<file path="config.mk">
export PLATFORM = sky130hd
export DESIGN_NAME = celebrity_finder_unit_flat
export DESIGN_NICKNAME = d
export VERILOG_FILES = /design/src/rtl/cf_pkg.sv /design/src/rtl/cf_stream_if.sv /design/src/rtl/celebrity_finder_unit.sv /design/src/rtl/cf_search.sv /design/src/flat_wrapper.sv
export SDC_FILE = /design/constraint.sdc
export NUM_CORES = 1
export LEC_CHECK = 0
export ABC_AREA = 1
export BUFFER_PORTS_ARGS = -buffer_cell sky130_fd_sc_hd__buf_2
export CAP_MARGIN = 25
export CORE_MARGIN = 4
export CORE_UTILIZATION = 54
export CTS_CLUSTER_SIZE = 25
export DETAILED_ROUTE_END_ITERATION = 12
export GPL_TIMING_DRIVEN = 0
export PLACE_DENSITY_LB_ADDON = 0.05
export SYNTH_ARGS = -nofsm -noshare
export SYNTH_HDL_FRONTEND = slang
export SYNTH_SLANG_ARGS = --single-unit
</file>
<file path="constraint.sdc">
create_clock -name clk -period 2.2 [get_ports clk]
set_clock_uncertainty 0.1 [all_clocks]
set_input_delay 0.11 -clock clk [delete_from_list [all_inputs] [get_ports clk]]
set_output_delay 0.11 -clock clk [all_outputs]
set_load 0.005 [all_outputs]
</file>
<file path="src/rtl/cf_pkg.sv">
// Shared types and constants for the celebrity finder.
`default_nettype none
package cf_pkg;

	localparam int ROW_W    = 3;
	localparam int BITS_W   = 8;
	localparam int COUNT_W  = 4;
	localparam int PERSON_W = 3;

	localparam int COUNT_MAX = (2 ** COUNT_W) - 1;
	localparam logic [COUNT_W-1:0] COUNT_RESET = COUNT_W'(8);

	typedef struct packed {
		logic [ROW_W-1:0]  row;
		logic [BITS_W-1:0] knows_bits;
		logic              last;
	} item_t;

	typedef struct packed {
		logic                found;
		logic [PERSON_W-1:0] person;
	} result_t;

	typedef struct packed {
		logic [COUNT_W-1:0] person_count;
	} cfg_t;

	// top -> search engine
	typedef struct packed {
		logic               wr_en;
		logic [ROW_W-1:0]   wr_row;
		logic [BITS_W-1:0]  wr_bits;
		logic               start;
		logic [COUNT_W-1:0] n;
		logic               ack;
	} cf_ctl_t;

	// search engine -> top
	typedef struct packed {
		logic                busy;
		logic                done;
		logic                found;
		logic [PERSON_W-1:0] person;
	} cf_stat_t;

endpackage
`default_nettype wire

</file>
<file path="src/rtl/cf_stream_if.sv">
// Valid/ready channel carrying one payload per transaction.
`default_nettype none
interface cf_stream_if #(parameter type payload_t = logic);
	logic     valid;
	logic     ready;
	payload_t payload;

	modport source (output valid, output payload, input ready);
	modport sink (input valid, input payload, output ready);
endinterface
`default_nettype wire

</file>
<file path="src/rtl/celebrity_finder_unit.sv">
// Top level of the celebrity finder: channels, count register, result register.
`default_nettype none
// Rows of the who-knows-whom matrix load one per cycle, while no search is
// running, into an internal row store. A transaction with last set also starts
// the search, and item.ready stays low until its result has been handed to the
// result register. The search runs on one sequencer and one bit-test unit fed by
// a single row-store read port: elimination reads and tests the candidate's row
// for each person after the first, verification the candidate's row and the
// column of each other person in turn, and a person count of zero goes straight
// to done. person_count above MAX_PEOPLE is treated as MAX_PEOPLE; rows at or
// above MAX_PEOPLE are dropped. A finished result sits in an output register, so
// rows keep loading while it waits to be taken.
module celebrity_finder_unit #(
	parameter int MAX_PEOPLE = 8
) (
	input  logic        clk,
	input  logic        arst_n,
	cf_stream_if.sink   item,
	cf_stream_if.sink   cfg,
	cf_stream_if.source result
);
	import cf_pkg::*;

	localparam int NMAX = (MAX_PEOPLE > COUNT_MAX) ? COUNT_MAX : MAX_PEOPLE;

	logic [COUNT_W-1:0] count_q;
	logic [COUNT_W-1:0] n_sat;
	logic               res_valid_q;
	result_t            res_q;
	cf_ctl_t            ctl;
	cf_stat_t           stat;
	logic               item_acc;

	assign cfg.ready = 1'b1;

	always_ff @(posedge clk or negedge arst_n) begin
		if (!arst_n) begin
			count_q <= COUNT_RESET;
		end else if (cfg.valid) begin
			count_q <= cfg.payload.person_count;
		end
	end

	assign n_sat = (int'(count_q) > NMAX) ? COUNT_W'(NMAX) : count_q;

	assign item.ready = ~stat.busy;
	assign item_acc   = item.valid & item.ready;

	always_comb begin
		ctl.wr_en   = item_acc;
		ctl.wr_row  = item.payload.row;
		ctl.wr_bits = item.payload.knows_bits;
		ctl.start   = item_acc & item.payload.last;
		ctl.n       = n_sat;
		ctl.ack     = stat.done & (~res_valid_q | result.ready);
	end

	cf_search #(
		.MAX_PEOPLE(MAX_PEOPLE)
	) u_search (
		.clk   (clk),
		.arst_n(arst_n),
		.ctl   (ctl),
		.stat  (stat)
	);

	always_ff @(posedge clk or negedge arst_n) begin
		if (!arst_n) begin
			res_valid_q <= 1'b0;
		end else if (ctl.ack) begin
			res_valid_q <= 1'b1;
		end else if (result.ready) begin
			res_valid_q <= 1'b0;
		end
	end

	always_ff @(posedge clk) begin
		if (ctl.ack) begin
			res_q.found  <= stat.found;
			res_q.person <= stat.person;
		end
	end

	assign result.valid   = res_valid_q;
	assign result.payload = res_q;

endmodule
`default_nettype wire

</file>
<file path="src/rtl/cf_search.sv">
// Row store and two-pass candidate search sequencer with one bit-test unit.
`default_nettype none
module cf_search #(
	parameter int MAX_PEOPLE = 8
) (
	input  logic            clk,
	input  logic            arst_n,
	input  cf_pkg::cf_ctl_t ctl,
	output cf_pkg::cf_stat_t stat
);
	import cf_pkg::*;

	localparam int DEPTH = (MAX_PEOPLE < BITS_W) ? MAX_PEOPLE : BITS_W;
	localparam int IDX_W = (DEPTH > 1) ? $clog2(DEPTH) : 1;

	localparam logic [2:0] S_IDLE      = 3'd0;
	localparam logic [2:0] S_ELIM_RD   = 3'd1;
	localparam logic [2:0] S_ELIM_TST  = 3'd2;
	localparam logic [2:0] S_VROW_RD   = 3'd3;
	localparam logic [2:0] S_VROW_TST  = 3'd4;
	localparam logic [2:0] S_VCOL_RD   = 3'd5;
	localparam logic [2:0] S_VCOL_TST  = 3'd6;
	localparam logic [2:0] S_DONE      = 3'd7;

	logic [BITS_W-1:0]   mem [DEPTH];
	logic [BITS_W-1:0]   rd_data_q;
	logic [2:0]          state_q;
	logic [COUNT_W-1:0]  n_q;
	logic [COUNT_W-1:0]  idx_q;
	logic [PERSON_W-1:0] cand_q;
	logic                found_q;

	logic [COUNT_W-1:0]  cand_ext;
	logic [COUNT_W-1:0]  rd_sel;
	logic [COUNT_W-1:0]  tst_sel;
	logic                tst_bit;
	logic                wr_ok;

	assign cand_ext = {{(COUNT_W-PERSON_W){1'b0}}, cand_q};

	// candidate row is read in elimination and row check, person idx_q's row in column check
	assign rd_sel = (state_q == S_ELIM_RD || state_q == S_VROW_RD) ? cand_ext : idx_q;

	// shared bit-test unit: bits past the row width read as zero
	assign tst_sel = (state_q == S_VCOL_TST) ? cand_ext : idx_q;
	assign tst_bit = (int'(tst_sel) < BITS_W) ? rd_data_q[tst_sel[PERSON_W-1:0]] : 1'b0;

	assign wr_ok = ctl.wr_en && (int'(ctl.wr_row) < DEPTH);

	always_ff @(posedge clk) begin
		if (wr_ok) begin
			mem[ctl.wr_row[IDX_W-1:0]] <= ctl.wr_bits;
		end
		rd_data_q <= mem[rd_sel[IDX_W-1:0]];
	end

	always_ff @(posedge clk or negedge arst_n) begin
		if (!arst_n) begin
			state_q <= S_IDLE;
			n_q     <= '0;
			idx_q   <= '0;
			cand_q  <= '0;
			found_q <= 1'b0;
		end else begin
			case (state_q)
				S_IDLE: begin
					if (ctl.start) begin
						n_q     <= ctl.n;
						cand_q  <= '0;
						idx_q   <= COUNT_W'(1);
						found_q <= 1'b0;
						state_q <= (ctl.n == '0) ? S_DONE : S_ELIM_RD;
					end
				end
				S_ELIM_RD: begin
					if (idx_q == n_q) begin
						idx_q   <= '0;
						state_q <= S_VROW_RD;
					end else begin
						state_q <= S_ELIM_TST;
					end
				end
				S_ELIM_TST: begin
					// candidate knows idx: idx takes over
					if (tst_bit) begin
						cand_q <= idx_q[PERSON_W-1:0];
					end
					idx_q   <= idx_q + COUNT_W'(1);
					state_q <= S_ELIM_RD;
				end
				S_VROW_RD: begin
					if (idx_q == n_q) begin
						found_q <= 1'b1;
						state_q <= S_DONE;
					end else if (idx_q == cand_ext) begin
						idx_q <= idx_q + COUNT_W'(1);
					end else begin
						state_q <= S_VROW_TST;
					end
				end
				S_VROW_TST: begin
					state_q <= tst_bit ? S_DONE : S_VCOL_RD;
				end
				S_VCOL_RD: begin
					state_q <= S_VCOL_TST;
				end
				S_VCOL_TST: begin
					if (!tst_bit) begin
						state_q <= S_DONE;
					end else begin
						idx_q   <= idx_q + COUNT_W'(1);
						state_q <= S_VROW_RD;
					end
				end
				S_DONE: begin
					if (ctl.ack) begin
						state_q <= S_IDLE;
					end
				end
				default: begin
					state_q <= S_IDLE;
				end
			endcase
		end
	end

	assign stat.busy   = (state_q != S_IDLE);
	assign stat.done   = (state_q == S_DONE);
	assign stat.found  = found_q;
	assign stat.person = found_q ? cand_q : '0;

endmodule
`default_nettype wire

</file>
<file path="src/flat_wrapper.sv">
// flat-port wrapper written by rule: the top's interface ports become plain ports
module celebrity_finder_unit_flat import cf_pkg::*;
#(
	parameter int MAX_PEOPLE = 8
)
  (clk, arst_n, item_valid, item_payload, item_ready, cfg_valid, cfg_payload, cfg_ready, result_valid, result_payload, result_ready);
  cf_stream_if #(.payload_t(item_t)) item_i ();
  cf_stream_if #(.payload_t(cfg_t)) cfg_i ();
  cf_stream_if #(.payload_t(result_t)) result_i ();
  input  logic clk;
  input  logic arst_n;
  input wire logic [$bits(item_i.valid)-1:0] item_valid;
  input wire logic [$bits(item_i.payload)-1:0] item_payload;
  output wire logic [$bits(item_i.ready)-1:0] item_ready;
  input wire logic [$bits(cfg_i.valid)-1:0] cfg_valid;
  input wire logic [$bits(cfg_i.payload)-1:0] cfg_payload;
  output wire logic [$bits(cfg_i.ready)-1:0] cfg_ready;
  output wire logic [$bits(result_i.valid)-1:0] result_valid;
  output wire logic [$bits(result_i.payload)-1:0] result_payload;
  input wire logic [$bits(result_i.ready)-1:0] result_ready;
  assign item_i.valid = item_valid;
  assign item_i.payload = item_payload;
  assign item_ready = item_i.ready;
  assign cfg_i.valid = cfg_valid;
  assign cfg_i.payload = cfg_payload;
  assign cfg_ready = cfg_i.ready;
  assign result_valid = result_i.valid;
  assign result_payload = result_i.payload;
  assign result_i.ready = result_ready;
  celebrity_finder_unit #(.MAX_PEOPLE(MAX_PEOPLE)) u_core (.clk(clk), .arst_n(arst_n), .item(item_i), .cfg(cfg_i), .result(result_i));
endmodule
</file>
; ---- Word level (Yosys, flattened, before mapping)
; Memory sizes are Yosys's and may differ from the RTL's. A register that Yosys moved wholly into a read port is not among the register bits.
; Cells that the tools add are included.
[word_totals]
ramBits = 64
inputBits = 21
memories = 1
register_bits = 24
out_inout_bits = 7
word_cells = 82
[memory_table]
columns = memory, depth, word_bits, rd, rd_ports_with_merged_regs, wr, line_no
row1 = u_core.u_search.mem, 8, 8, 1, 1, 1, cf_search.sv:25  ; logic [BITS_W-1:0] mem [DEPTH];
[classes]
magnitude_cmp = 3
bitwise = 6
eq_ne = 18
addsub = 1
muxes = 31
reduce_logical = 13
[op_table]
columns = cell, count
row1 = 4-bit 2-to-1 mux, 7
row2 = 3-bit 2-to-1 mux, 9
row3 = 3-bit one-hot mux with 8 select lines, 1
row4 = 4-bit one-hot mux with 5 select lines, 1
row5 = 3-bit equality test (second input constant), 4
row6 = 2-bit by 1-bit != test with 1-bit output (second input constant), 5
row7 = 1-bit 2-to-1 mux, 9
row8 = 3-bit AND reduction, 3
row9 = 3-bit by 2-bit equality test with 1-bit output (second input constant), 2
row10 = 2-bit != test (second input constant), 3
row11 = 3-bit one-hot mux with 2 select lines, 1
row12 = 6-bit AND reduction, 1
row13 = 2-bit nonzero test, 3
row14 = 5-bit nonzero test, 1
row15 = 4-bit by 1-bit adder with 4-bit output (second input constant), 1
row16 = 4-bit by 3-bit equality test with 1-bit output, 1
row17 = 4-bit equality test, 1
row18 = 4-bit > comparator (second input constant), 1
row19 = 4-bit logical NOT, 1
row20 = 3-bit by 4-bit less-than comparator with 1-bit output (second input constant), 1
row21 = 4-bit less-than comparator (second input constant), 1
row22 = 1-bit AND, 3
row23 = 1-bit binary-select mux with 3-bit select, 1
row24 = 3-bit by 1-bit equality test with 1-bit output (second input constant), 1
row25 = other kinds (9), 10

; ---- Longest topological paths before layout
[depth]
ltp_word = 7
depth_mapped = 13
mapped_depth_nobuf = 12

; ---- By module
; A second synthesis with hierarchy kept.
[hier_totals]
cells_unflattened = 406
area_unflattened_um2 = 4189.0
[by_module_without_submodules]
columns = mod, cells_each, seq_area_each_um2, n_inst, area_each_um2
row1 = cf_search, 369, 2457.4, 1, 3827.4
row2 = celebrity_finder_unit, 37, 246.5, 1, 361.6

; ---- Worst setup path after synthesis
; OpenSTA, ideal clock, no wires.
[synth_path]
path_kind = register to register
startpoint = register u_core.u_search.state_q[0]
endpoint = memory u_core.u_search.mem[6][0] (enable)
period_less_slack_ns = 2.237
n_path_buf = 0
stages_incl_launch_ff = 7
required_ns = 1.717
arrival_ns = 1.753
setup_time_ns = 0.383
path_slack_ns = -0.037
path_cell_list = dfrtp_1 -> inv_2 -> nand2_2 -> nor2_4 -> nand2_2 -> or2_2 -> nor3_1
[synth_via]
elab_chain_cells = 5
[synth_rtl]
columns = item, line_no
row1 = from (decl), cf_search.sv:27  ; logic [2:0] state_q;
row2 = from (signal assigned), cf_search.sv:72  ; state_q <= (ctl.n == '0) ? S_DONE : S_ELIM_RD;
row3 = from (signal assigned), cf_search.sv:102  ; state_q <= tst_bit ? S_DONE : S_VCOL_RD;
row4 = 3-bit nonzero test, cf_search.sv:127  ; assign stat.busy = (state_q != S_IDLE);
row5 = 1-bit NOT, celebrity_finder_unit.sv:46  ; assign item.ready = ~stat.busy;
row6 = via item_ready, flat_wrapper.sv:14  ; output wire logic [$bits(item_i.ready)-1:0] item_ready;
row7 = 1-bit AND, celebrity_finder_unit.sv:47  ; assign item_acc = item.valid & item.ready;
row8 = 1-bit 2-to-1 mux, cf_search.sv:51  ; if (wr_ok) begin
row9 = 1-bit 2-to-1 mux (not written as such), cf_search.sv:52  ; mem[ctl.wr_row[IDX_W-1:0]] <= ctl.wr_bits;
row10 = to (decl), cf_search.sv:25
; The timed path passes the listed nets, and every way through them passes these cells.

; ---- Worst setup path in the final report
[layout_path]
startpoint = register u_core.u_search.state_q[1]
endpoint = memory u_core.u_search.mem[5][0] (enable)
[layout_via]
elab_chain_cells = 5
[layout_rtl]
columns = item, line_no
row1 = 3-bit nonzero test, cf_search.sv:127
row2 = 1-bit NOT, celebrity_finder_unit.sv:46
row3 = 1-bit AND, celebrity_finder_unit.sv:47
row4 = 1-bit 2-to-1 mux, cf_search.sv:51
row5 = 1-bit 2-to-1 mux (not written as such), cf_search.sv:52
; Every way passes these cells.

==> qor.csv <==
stage,metric,value,unit
run_status,outcome,finished with violations,
run_status,failing checks,negative setup slack,
place,GPL Wtd Cong,0.826,
global_routing,total track usage,21.2,%
route,wire per inst,15.5,µm
finish,Layout Nets,511,
place,cell total after placement,531,
power,NetSw,2420,µW
route,Vias per Instance,5.28,
die,# IOs,28,
place,Port Buffer Count,26,
global_routing,vias in the first global route,2841,
timing,Final Cycle Share,101,%
global_routing,initial antenna violation count,0,
die,Die Y,95.8,µm
die,die area,9170,µm²
synthesis,Syn Inst Count,402,
power,LEAKAGE,0.00209,µW
clock_network,H-tree lvl count,3,
place,Detail Placement HPWL,6120,µm
route,via count,3128,
finish,Area Overhead vs Synth,24.2,%
finish,final instance area,5160,µm²
finish,"commonest non-fill, non-tap cell in the layout",nor2_1,
route,Pre-antenna DRT Iters,4,
synthesis,Synth Flop Type,edfxtp_1,
clock_network,TritonCTS clock tree,done,
clock_network,CTS buffer count,9,
worst_hold_path,hold path start,item_payload[11],
critical_path,Reg2Reg Launch Point,u_core.u_search.state_q[1],
power,P_int,3870,µW
timing,Final Hold Fails,0,
critical_path,crit path DAT,2.10,ns
finish,"commonest cells after routing, fill and taps aside","nor2_1, edfxtp_1, nand2_1",
clock_network,Clock Root Buffer,clkbuf_8,
critical_path,CP Class,reg -> reg,
synthesis,Avg Inst Size Synth,10.3,µm²
global_routing,grt total ovfl,0,
clock_network,total clock sinks,96,
synthesis,async set or reset register ratio after synthesis,20.8,%
clock_network,"Clk Latency, worst-skew pair",0.36,ns
global_routing,first-pass GRT wire length,14300,µm
power,clock share of power,19.8,%
route,Detail Route Antenna Nets,0,
route,# DRC,0,
clock_network,Bufs on Longest Clock Path,2,
timing,achievable frequency,450,MHz
route,final WL,9200,µm
synthesis,Mapped Nets,424,
critical_path,worst-path maximum fanout,8,
critical_path,CP required,2.08,ns
timing,Pins Over Slew Limit,0,
die,Rows,31,
synthesis,Synth Register Bits,96,
finish,fin util,70.1,%
place,Placed Area,4440,µm²
timing,# setup viols final,7,
clock_network,Clock transition at path regs,0.09,ns
synthesis,"Warnings, synthesis",0,
worst_hold_path,Hold Crit Class,in -> reg,
critical_path,critical path startpoint,u_core.u_search.state_q[1],
timing,min cycle time layout,2.22,ns
timing,RSZ-0062 raised after global routing,true,
finish,ANT cells,0,
synthesis,"EDFF count, synth",68,
synthesis,post-synthesis sequential area ratio,65.0,%
power,power per cell area,1220,nW/µm²
power,Sw Ratio,38.4,%
power,peak supply drop,0.620,mV
power,Combinational Power Share,43.1,%
power,Flop pwr share,37.2,%
finish,fraction of layout cells with a size suffix above 1,22.1,%
timing,Max transition margin,41.3,%
finish,post-route insts no fill,592,
die,core footprint,7370,µm²
finish,# fillers,543,
timing,Worst-Margin Slew,0.878,ns
critical_path,Crit. End Element,flip-flop,
critical_path,CP Launch Type,flip-flop,
global_routing,largest net degree at the start of global routing,21,
run,Max Cap Viol,0,
timing,fin worst setup slack,-0.0231,ns
die,Initial Util,56.5,%
die,Horiz. Die Dim,95.8,µm
synthesis,post-synth cell types,35,
synthesis,Mapped Area,4160,µm²
route,initial DRC count,185,
[cell usage after synthesis, types with 2 or more instances]
master,instances,area (µm²)
buf_2,7,35.0
edfxtp_1,68,2040
nor3_1,6,30.0
nand4_1,3,18.8
nand2_1,57,214
buf_4,3,22.5
o22ai_1,8,50.1
dfrtp_1,19,475
inv_1,26,97.6
buf_6,2,22.5
clkbuf_1,2,7.51
o21ai_0,49,245
o21ai_1,5,25.0
inv_2,4,15.0
nand2_2,3,18.8
a31oi_1,9,56.3
or2_2,3,18.8
nor2_4,2,22.5
nand3_1,18,90.1
a21oi_1,4,20.0
nor2_1,78,293
dfxtp_1,8,160
xor2_1,6,52.6
[flip-flops by register name (all words and copies together), names as in the netlist]
signal / count
u_core.u_search.mem: 64
u_core.u_search.rd_data_q: 8
u_core.count_q: 4
u_core.result.payload: 4
u_core.u_search.idx_q: 4
u_core.u_search.n_q: 4
u_core.u_search.cand_q: 3
u_core.u_search.state_q: 3
u_core.result.valid: 1
u_core.u_search.found_q: 1
[worst paths after layout]
kind,cells after the start,to,slack [ns]
max reg2reg,6,u_core.u_search.mem[5][0],-0.02
min reg2reg,1,u_core.u_search.n_q[3],0.42
min in group asynchronous,2,u_core.count_q[2],0.12
max in group asynchronous,2,u_core.count_q[3],1.53
max,6,u_core.u_search.mem[5][0],-0.02
min,2,u_core.u_search.mem[1][4],0.1
[layer usage]
layer,up-vias,GRT usage (%),share of wire (%)
met5,-,0,0
met4,0,7.35,1.7
met3,12,3.28,6.0
met2,94,32.1,46
met1,1473,31.5,47
li1,1549,-,-
[power by group through the flow]
| stage | clock (µW) | sequential, µW | combinational, µW |
|---|---|---|---|
| floorplan | 0 | 2330 | 1660 |
| global placement | 0 | 2360 | 2210 |
| detailed placement | 0 | 2370 | 2260 |
| CTS | 1260 | 2340 | 2330 |
| global route | 1340 | 2360 | 3040 |
| finish | 1240 | 2340 | 2710 |
[metrics by stage]
| stage | setup slack [ns] | power (µW) | hold slack (ns) | TNS, ns |
|---|---|---|---|---|
| floorplan | -0.0366 | 4000 | -0.286 | -0.585 |
| global placement | -0.658 | 4580 | -0.0193 | -18.54 |
| detailed placement | -0.338 | 4630 | -0.0118 | -8.97 |
| CTS | -0.0997 | 5930 | 0.0352 | -1.62 |
| global route | -0.184 | 6750 | 0.0871 | -3.89 |
| finish | -0.0231 | 6290 | 0.0971 | -0.0473 |
[repair_timing]
action | CTS | global route
endpoints found under the setup margin | 62 | 49
gates resized for setup | 12 | 20
endpoints found under the hold margin | 89 | 0
setup buffers | 1 | 23
hold buffers | 22 | 0
pin swaps | 1 | 10
[critical path: stages, from the launching register on]
cell	delay, ns
dfrtp_1	0.39
buf_6	0.15
inv_8	0.06
nand2_4	0.05
nor2_4	0.20
nand3_1	0.18
nor2_1	0.70
[cells by family (layout without fill, tap and decap cells)]
family	Yosys count	count (layout)	share of synthesized area [%]
buffers and inverters	45	136	4.93
other	1	1	0.0901
AND/OR/NAND/NOR	173	173	17.7
flip-flops	96	96	65.0
adder cells (fa/ha/maj)	1	1	0.301
XOR/XNOR	7	7	1.47
AO/OA/AOI/OAI	79	79	10.5
[cell type report]
class	instances	area (µm²)	area share [%]
Tap cell	99	124	2.40
Clock buffer	9	124	2.40
Multi-Input combinational cell	261	1330	25.7
Inverter	30	128	2.47
Clock inverter	6	91.3	1.77
Buffer	15	104	2.01
Sequential cell	96	2710	52.4
Timing Repair Buffer	76	563	10.9
Power figures use the tool's default switching activity.
